## src/ifp_pkg.sv

```systemverilog
// Shared types and constants for the IMU frame parser and reporter.
// Used by every module of the block; depends on nothing.
package ifp_pkg;

   localparam logic [1:0] MODE_RX    = 2'd0;
   localparam logic [1:0] MODE_ACCEL = 2'd1;
   localparam logic [1:0] MODE_RATE  = 2'd2;
   localparam logic [1:0] MODE_ANGLE = 2'd3;

   localparam logic [7:0] HDR_BYTE    = 8'h55;
   localparam logic [7:0] TAIL_BYTE   = 8'hBB;
   localparam logic [7:0] LEN_BYTE    = 8'h06;
   localparam logic [7:0] TYPE_ACCEL  = 8'h51;
   localparam logic [7:0] TYPE_RATE   = 8'h52;
   localparam logic [7:0] TYPE_ANGLE  = 8'h53;
   localparam logic [7:0] ID_ACCEL    = 8'h03;
   localparam logic [7:0] ID_RATE     = 8'h04;
   localparam logic [7:0] ID_ANGLE    = 8'h05;

   localparam logic [3:0] FRAME_LAST  = 4'd10;

   // Byte positions within an outgoing report.
   localparam logic [3:0] POS_HDR  = 4'd0;
   localparam logic [3:0] POS_ID   = 4'd1;
   localparam logic [3:0] POS_LEN  = 4'd2;
   localparam logic [3:0] POS_D0   = 4'd3;
   localparam logic [3:0] POS_D1   = 4'd4;
   localparam logic [3:0] POS_D2   = 4'd5;
   localparam logic [3:0] POS_D3   = 4'd6;
   localparam logic [3:0] POS_D4   = 4'd7;
   localparam logic [3:0] POS_D5   = 4'd8;
   localparam logic [3:0] POS_SUM  = 4'd9;
   localparam logic [3:0] POS_TAIL = 4'd10;

   typedef struct packed {
      logic [1:0] mode;
      logic [7:0] rx_byte;
   } req_type;

   typedef struct packed {
      logic [7:0] tx_byte;
      logic       last_byte;
   } rsp_type;

   // One pending report: which store, and its three values as taken.
   typedef struct packed {
      logic [1:0]  kind;
      logic [47:0] data;
   } rpt_type;

endpackage

```

## src/ifp_front.sv

```systemverilog
// Front end: accepts requests, assembles received frames into the three
// value stores and queues snapshots for report requests. Uses ifp_pkg.
module ifp_front import ifp_pkg::*; (
   input  logic    clock,
   input  logic    reset,
   input  logic    req_valid,
   output logic    req_stall,
   input  req_type req_payload,
   input  logic    q_full,
   output logic    q_push,
   output rpt_type q_push_data
);

   logic [3:0]       count_ff, count_in;
   logic [7:0]       frame_ff [1:7];
   logic [2:0][15:0] accel_ff, accel_in;
   logic [2:0][15:0] rate_ff, rate_in;
   logic [2:0][15:0] angle_ff, angle_in;
   logic [47:0]      triplet;
   logic             accept;
   logic             rx_take;

   assign req_stall = q_full;
   assign accept    = req_valid && !q_full;
   assign rx_take   = accept && (req_payload.mode == MODE_RX);
   assign q_push    = accept && (req_payload.mode != MODE_RX);

   // Bytes 2..7 of the frame, already little-endian per axis.
   assign triplet = {frame_ff[7], frame_ff[6], frame_ff[5],
                     frame_ff[4], frame_ff[3], frame_ff[2]};

   always_comb begin
      q_push_data.kind = req_payload.mode;
      case (req_payload.mode)
         MODE_ACCEL: q_push_data.data = accel_ff;
         MODE_RATE:  q_push_data.data = rate_ff;
         default:    q_push_data.data = angle_ff;
      endcase
   end

   always_comb begin
      count_in = count_ff;
      accel_in = accel_ff;
      rate_in  = rate_ff;
      angle_in = angle_ff;
      if (rx_take) begin
         if (count_ff == 4'd0 && req_payload.rx_byte != HDR_BYTE) begin
            count_in = 4'd0;
         end else if (count_ff == FRAME_LAST) begin
            count_in = 4'd0;
            case (frame_ff[1])
               TYPE_ACCEL: accel_in = triplet;
               TYPE_RATE:  rate_in  = triplet;
               TYPE_ANGLE: angle_in = triplet;
               default: ;
            endcase
         end else begin
            count_in = count_ff + 4'd1;
         end
      end
   end

   always_ff @(posedge clock) begin
      if (reset) begin
         count_ff <= '0;
         accel_ff <= '0;
         rate_ff  <= '0;
         angle_ff <= '0;
      end else begin
         count_ff <= count_in;
         accel_ff <= accel_in;
         rate_ff  <= rate_in;
         angle_ff <= angle_in;
      end
   end

   // The header byte itself need not be kept: a non-zero count implies it.
   always_ff @(posedge clock) begin
      for (int i = 1; i <= 7; i++) begin
         if (rx_take && count_ff == 4'(i)) begin
            frame_ff[i] <= req_payload.rx_byte;
         end
      end
   end

endmodule

```

## src/ifp_queue.sv

```systemverilog
// Small queue of pending report snapshots between front and back end.
// Uses rpt_type from ifp_pkg.
module ifp_queue import ifp_pkg::*; #(
   parameter int DEPTH = 2
) (
   input  logic    clock,
   input  logic    reset,
   input  logic    push,
   input  rpt_type push_data,
   output logic    full,
   input  logic    pop,
   output logic    head_valid,
   output rpt_type head_data
);

   localparam int PTR_W = (DEPTH > 1) ? $clog2(DEPTH) : 1;
   localparam int CNT_W = $clog2(DEPTH + 1);

   rpt_type            entry_ff [DEPTH];
   logic [PTR_W-1:0]   wr_ptr_ff, wr_ptr_in;
   logic [PTR_W-1:0]   rd_ptr_ff, rd_ptr_in;
   logic [CNT_W-1:0]   fill_ff, fill_in;
   logic               do_push;
   logic               do_pop;

   assign full       = (fill_ff == CNT_W'(DEPTH));
   assign head_valid = (fill_ff != '0);
   assign head_data  = entry_ff[rd_ptr_ff];
   assign do_push    = push && !full;
   assign do_pop     = pop && head_valid;

   always_comb begin
      wr_ptr_in = wr_ptr_ff;
      rd_ptr_in = rd_ptr_ff;
      fill_in   = fill_ff;
      if (do_push) begin
         wr_ptr_in = (wr_ptr_ff == PTR_W'(DEPTH - 1)) ? '0 : wr_ptr_ff + 1'b1;
      end
      if (do_pop) begin
         rd_ptr_in = (rd_ptr_ff == PTR_W'(DEPTH - 1)) ? '0 : rd_ptr_ff + 1'b1;
      end
      if (do_push && !do_pop) begin
         fill_in = fill_ff + 1'b1;
      end else if (do_pop && !do_push) begin
         fill_in = fill_ff - 1'b1;
      end
   end

   always_ff @(posedge clock) begin
      if (reset) begin
         wr_ptr_ff <= '0;
         rd_ptr_ff <= '0;
         fill_ff   <= '0;
      end else begin
         wr_ptr_ff <= wr_ptr_in;
         rd_ptr_ff <= rd_ptr_in;
         fill_ff   <= fill_in;
      end
   end

   always_ff @(posedge clock) begin
      if (do_push) begin
         entry_ff[wr_ptr_ff] <= push_data;
      end
   end

endmodule

```

## src/ifp_back.sv

```systemverilog
// Back end: turns the report at the head of the queue into eleven
// response bytes through an output register. Uses ifp_pkg.
module ifp_back import ifp_pkg::*; (
   input  logic    clock,
   input  logic    reset,
   input  logic    head_valid,
   input  rpt_type head_data,
   output logic    pop,
   output logic    rsp_valid,
   input  logic    rsp_stall,
   output rsp_type rsp_payload
);

   logic [3:0] pos_ff, pos_in;
   logic       rsp_valid_ff, rsp_valid_in;
   rsp_type    rsp_payload_ff, rsp_payload_in;
   logic       load;
   logic [7:0] id_byte;
   logic [7:0] sum_byte;
   logic [7:0] cur_byte;

   assign load = head_valid && (!rsp_valid_ff || !rsp_stall);
   assign pop  = load && (pos_ff == POS_TAIL);

   always_comb begin
      case (head_data.kind)
         MODE_ACCEL: id_byte = ID_ACCEL;
         MODE_RATE:  id_byte = ID_RATE;
         default:    id_byte = ID_ANGLE;
      endcase
   end

   assign sum_byte = head_data.data[7:0]   + head_data.data[15:8]
                   + head_data.data[23:16] + head_data.data[31:24]
                   + head_data.data[39:32] + head_data.data[47:40];

   always_comb begin
      case (pos_ff)
         POS_HDR:  cur_byte = HDR_BYTE;
         POS_ID:   cur_byte = id_byte;
         POS_LEN:  cur_byte = LEN_BYTE;
         POS_D0:   cur_byte = head_data.data[7:0];
         POS_D1:   cur_byte = head_data.data[15:8];
         POS_D2:   cur_byte = head_data.data[23:16];
         POS_D3:   cur_byte = head_data.data[31:24];
         POS_D4:   cur_byte = head_data.data[39:32];
         POS_D5:   cur_byte = head_data.data[47:40];
         POS_SUM:  cur_byte = sum_byte;
         default:  cur_byte = TAIL_BYTE;
      endcase
   end

   always_comb begin
      pos_in         = pos_ff;
      rsp_valid_in   = rsp_valid_ff;
      rsp_payload_in = rsp_payload_ff;
      if (load) begin
         rsp_valid_in             = 1'b1;
         rsp_payload_in.tx_byte   = cur_byte;
         rsp_payload_in.last_byte = (pos_ff == POS_TAIL);
         pos_in = (pos_ff == POS_TAIL) ? POS_HDR : pos_ff + 4'd1;
      end else if (!rsp_stall) begin
         rsp_valid_in = 1'b0;
      end
   end

   always_ff @(posedge clock) begin
      if (reset) begin
         pos_ff       <= POS_HDR;
         rsp_valid_ff <= 1'b0;
      end else begin
         pos_ff       <= pos_in;
         rsp_valid_ff <= rsp_valid_in;
      end
   end

   always_ff @(posedge clock) begin
      rsp_payload_ff <= rsp_payload_in;
   end

   assign rsp_valid   = rsp_valid_ff;
   assign rsp_payload = rsp_payload_ff;

endmodule

```

## src/imu_frame_parser_and_reporter.sv

```systemverilog
// IMU frame parser and reporter. Received bytes are taken one per cycle and
// give no response; they stall only while the report queue is full. A report
// request is snapshotted into a queue of QUEUE_DEPTH entries; its first byte
// passes through the queue and then the output register, and its eleven bytes
// leave one per cycle while rsp_stall is low, so the output port sets the rate.
// Synchronous reset clears the byte count, the three value stores, the queue
// and the output valid.
module imu_frame_parser_and_reporter import ifp_pkg::*; #(
   parameter int QUEUE_DEPTH = 2
) (
   input  logic    clock,
   input  logic    reset,
   input  logic    req_valid,
   output logic    req_stall,
   input  req_type req_payload,
   output logic    rsp_valid,
   input  logic    rsp_stall,
   output rsp_type rsp_payload
);

   logic    q_full;
   logic    q_push;
   rpt_type q_push_data;
   logic    q_pop;
   logic    q_head_valid;
   rpt_type q_head_data;

   ifp_front u_front (
      .clock       (clock),
      .reset       (reset),
      .req_valid   (req_valid),
      .req_stall   (req_stall),
      .req_payload (req_payload),
      .q_full      (q_full),
      .q_push      (q_push),
      .q_push_data (q_push_data)
   );

   ifp_queue #(
      .DEPTH (QUEUE_DEPTH)
   ) u_queue (
      .clock      (clock),
      .reset      (reset),
      .push       (q_push),
      .push_data  (q_push_data),
      .full       (q_full),
      .pop        (q_pop),
      .head_valid (q_head_valid),
      .head_data  (q_head_data)
   );

   ifp_back u_back (
      .clock       (clock),
      .reset       (reset),
      .head_valid  (q_head_valid),
      .head_data   (q_head_data),
      .pop         (q_pop),
      .rsp_valid   (rsp_valid),
      .rsp_stall   (rsp_stall),
      .rsp_payload (rsp_payload)
   );

endmodule
```

## config.mk

```make
export PLATFORM = sky130hd
export DESIGN_NAME = imu_frame_parser_and_reporter
export DESIGN_NICKNAME = d
export VERILOG_FILES = /design/src/ifp_pkg.sv /design/src/ifp_front.sv /design/src/ifp_queue.sv /design/src/ifp_back.sv /design/src/imu_frame_parser_and_reporter.sv
export SDC_FILE = /design/constraint.sdc
export NUM_CORES = 1
export LEC_CHECK = 0
export ABC_AREA = 1
export ABC_CLOCK_PERIOD_IN_PS = 6400
export BUFFER_PORTS_ARGS = -buffer_cell sky130_fd_sc_hd__clkbuf_2
export CELL_PAD_IN_SITES_DETAIL_PLACEMENT = 2
export CELL_PAD_IN_SITES_GLOBAL_PLACEMENT = 2
export CORE_MARGIN = 3
export CORE_UTILIZATION = 44
export DETAILED_ROUTE_END_ITERATION = 8
export GPL_ROUTABILITY_DRIVEN = 0
export PLACE_DENSITY = 0.81
export SLEW_MARGIN = 20
export SYNTH_ARGS = -nofsm -noshare
export SYNTH_HDL_FRONTEND = slang
export SYNTH_HIERARCHICAL = 1
export SYNTH_SLANG_ARGS = --single-unit
```

## constraint.sdc

```tcl
create_clock -name clock -period 6.4 [get_ports clock]
set_input_delay 0.96 -clock clock [delete_from_list [all_inputs] [get_ports clock]]
set_output_delay 0.96 -clock clock [all_outputs]
set_load 0.1 [all_outputs]
```

==> impl_results.rst <==
.. list-table::
   :header-rows: 1

   * - Metric
     - Value
   * - Result of the run
     - finished clean
   * - Resized cells post-CTS
     - 0
   * - Reported max-cap violation count
     - 0
   * - Share of the cycle needed by the critical path after routing
     - 0.7366
   * - Maximum achievable frequency
     - 0.2121 GHz
   * - Number of sinks on the clock net
     - 323
   * - Cts bufs inserted
     - 37
   * - Data required time at the worst endpoint
     - 6.64 ns
   * - Fin worst setup slack
     - 1.686 ns
   * - Number of top-level pins
     - 25
   * - Placeable core region
     - 0.03404 sq mm
   * - EDFF count, synth
     - 165
   * - Root buf cell
     - clkbuf_16
   * - Setup WS pre-CTS
     - 1.706 ns
   * - Nature of the critical path startpoint
     - register
   * - Max IR drop VDD
     - 203.3 uV
   * - Max Buffers Root-to-Sink
     - 3
   * - Number of antenna violations at the first check in global routing
     - 0
   * - Cell with the most instances after synthesis
     - nand2_1
   * - Fin Clk Skew
     - 0.01835 ns
   * - Share of the yosys chip area belonging to registers
     - 0.5258
   * - Post-synthesis cell count
     - 1,673
   * - Number of slew-limit violations in the final report
     - 0
   * - Synth Area per Inst
     - 9.228 sq um
   * - Total GRT Usage
     - 0.2647
   * - Leakage component of the power
     - 0.006476 uW
   * - Arrival @ worst endpoint
     - 4.96 ns
   * - Asr flop ratio synth
     - 0
   * - Nets@finish
     - 1,699
   * - Fraction of post-synthesis cell area in the top cell type by area
     - 0.3209
   * - Critical path endpoint category
     - register
   * - Max H-tree Level
     - 2
   * - Via-to-Cell Ratio
     - 5.595
   * - Initial Utilization
     - 0.4536
   * - Placed wire-length estimate after detailed placement
     - 31.61 mm
   * - Number of vias after detailed routing
     - 11.87k
   * - Leftover overflow at the end of global routing
     - 0
   * - Site Rows
     - 67
   * - DRC violation total after the first TritonRoute iteration
     - 569
   * - Clock transition at the registers of the reported paths
     - 0.06 ns
   * - Antenna diode instance count
     - 0
   * - Fraction of final layout cells sized beyond drive strength 1
     - 0.1541
   * - Total power draw
     - 5388 uW
   * - Ys flop type
     - edfxtp_1
   * - Global-route wire length before repair
     - 78.34 mm
   * - Post-CTS setup buffer count
     - 0
   * - Overall die height
     - 193.3 microns
   * - Slew at the pin closest to its max-slew limit
     - 1.099 ns
   * - Layout Area Growth over Synthesis
     - 9.418%
   * - Power density over the cells
     - 319.0 mW/mm^2
   * - Combined area of all synthesized cells
     - 0.01544 sq mm
   * - Largest cells by area after synthesis
     - edfxtp_1 32%, dfxtp_1 20%, nand2_1 7.8%, nor2_1 7.6%, nand4_1 6.0%
   * - Number of iterations in the first detailed-routing pass
     - 5
   * - Average wire per cell in the routed design
     - 23.59 microns
   * - Total wire length
     - 50.06 mm
   * - Kind of path behind the tightest hold check
     - reg2reg
   * - Largest net degree at the start of global routing
     - 89
   * - Total number of yosys warnings
     - 6
   * - Mapped Nets
     - 1,724
   * - Remaining max-slew budget at the tightest pin
     - 0.2631
   * - Number of distinct standard cells referenced by the synthesized netlist
     - 43
   * - Cell type contributing the most total cell area after synthesis
     - edfxtp_1
   * - Period minus WS final
     - 4.714 ns
   * - DRC Markers
     - 0
   * - Number of buffers inserted by port buffering
     - 24
   * - Clock latency of the later-clocked register in the worst-skew pair
     - 0.51 ns
   * - Worst Hold Slack
     - 0.4827 ns
   * - Top cells by count, synth
     - 322 x nand2_1, 313 x nor2_1, 165 x edfxtp_1
   * - Peak fanout along the critical path
     - 50
   * - Horizontal die dimension
     - 193.3 microns
   * - Setup tns final
     - 0 ns
   * - Filler cell count in the final layout
     - 3,655
   * - Number of global-route vias before repair
     - 13.20k
   * - Final number of hold-violating endpoints
     - 0
   * - Seq cells post-synth
     - 323
   * - Clock tree from TritonCTS
     - yes
   * - Full die area
     - 0.03737 sq mm
   * - Setup repair after global routing missed its margin
     - false
   * - Antenna Nets Post-Route
     - 0
   * - Number of endpoints failing setup at the final stage
     - 0
   * - CTS Hold Bufs
     - 0
   * - Worst Setup Path Type
     - reg2reg
[worst max-delay path, stage by stage, from the launching register on]
cell and delay, ns:
dfxtp_4 0.95, mux2_4 0.31, inv_1 0.08, fa_1 0.53, inv_1 0.07, fa_1 0.54
inv_1 0.06, fa_1 0.52, inv_1 0.06, fa_1 0.45, or2_2 0.30, nand3_1 0.09
o21ai_1 0.07, a221oi_1 0.25, nand2_1 0.08
[final timing paths]
kind / startpoint / end / slack (ns) / depth (start not counted)
setup / recovery: register / u_back/rsp_payload[5]$_DFFE_PP_ / 1.69 / 14
hold / removal: u_front/angle_ff[45]$_SDFFE_PP0P_ / u_front/angle_ff[45]$_SDFFE_PP0P_ / 0.48 / 2
setup reg to reg: register / u_back/rsp_payload[5]$_DFFE_PP_ / 1.69 / 14
hold reg to reg: u_front/angle_ff[45]$_SDFFE_PP0P_ / u_front/angle_ff[45]$_SDFFE_PP0P_ / 0.48 / 2
[through the flow]
step | cell area (sq um) | cells | utilization
final | 16890 | 2122 | 0.4963
after global routing | 16890 | 2122 | 0.4963
after CTS | 16890 | 2122 | 0.4962
after detailed placement | 15700 | 2057 | 0.4614
after global placement | 15700 | 2057 | 0.4614
after floorplan | 15440 | 1673 | -
[metal layers]
metal / wire, microns / GRT usage
met4: 1336 / 0.07474
met2: 25560 / 0.4759
met3: 1735 / 0.03427
met5: 0 / 0
met1: 21430 / 0.3354
[cell usage in the layout (no fill, tap or decap), types with 2 or more instances in the layout]
master	Yosys	layout
nand4_1	149	149
nand2_1	322	321
or2_2	2	2
clkinv_2	0	7
nor3_1	10	5
nand3_1	13	13
fa_1	27	27
bufinv_16	0	3
edfxtp_1	165	165
ha_1	10	7
nor3_2	1	6
o22ai_1	6	6
a21oi_1	19	19
o21ai_1	4	4
mux2_4	50	50
a31oi_1	48	48
o21ai_0	12	12
nor2_4	7	12
ha_2	0	2
a221oi_1	5	5
inv_1	146	145
dfxtp_1	158	157
nor2_2	62	63
clkbuf_8	0	4
clkbuf_2	0	24
nand3b_1	2	2
buf_4	11	19
nand2_2	9	9
clkbuf_1	29	11
nor2_1	313	307
a211oi_1	3	3
inv_4	0	4
clkbuf_16	0	38
inv_2	12	11
[report_power, final]
group          leakage, uW  internal, uW  switching (uW)
Sequential         0.00280          2270            30.4
Clock             0.000589          1260             844
Combinational      0.00309           315             674
Total              0.00648          3840            1550
[sequential cells by signal, summed over array words and instances, names as in the netlist, named ones only]
name	count
u_back/pos_ff	4
u_back/rsp_payload	9
u_back/rsp_valid	1
u_front/accel_ff	48
u_front/angle_ff	48
u_front/count_ff	4
u_front/frame_ff	56
u_front/rate_ff	48
u_queue/entry_ff	100
u_queue/fill_ff	2
u_queue/rd_ptr_ff	1
u_queue/wr_ptr_ff	1
[kinds of logic after synthesis]
logic type	Yosys count	share of synthesized area
muxes	50	0.04863
AOI/OAI and AO/OA	103	0.04085
adders and majority gates	37	0.04312
and+or+nand+nor	893	0.2597
DFF	323	0.5258
xor gates and xnor gates	2	0.001135
buffers and inverters	265	0.08072
[area by class of cell]
type	count	area (sq um)	share of cell area
Clock buffer	53	1047	0.06199
Clock inverter	12	137.6	0.008148
Inverter	158	598.1	0.03540
Multi-Input combinational cell	1085	6165	0.3649
Sequential cell	323	8122	0.4808
Tap cell	448	560.5	0.03318
Timing Repair Buffer	43	262.8	0.01555
Power figures use the tool's default switching activity.
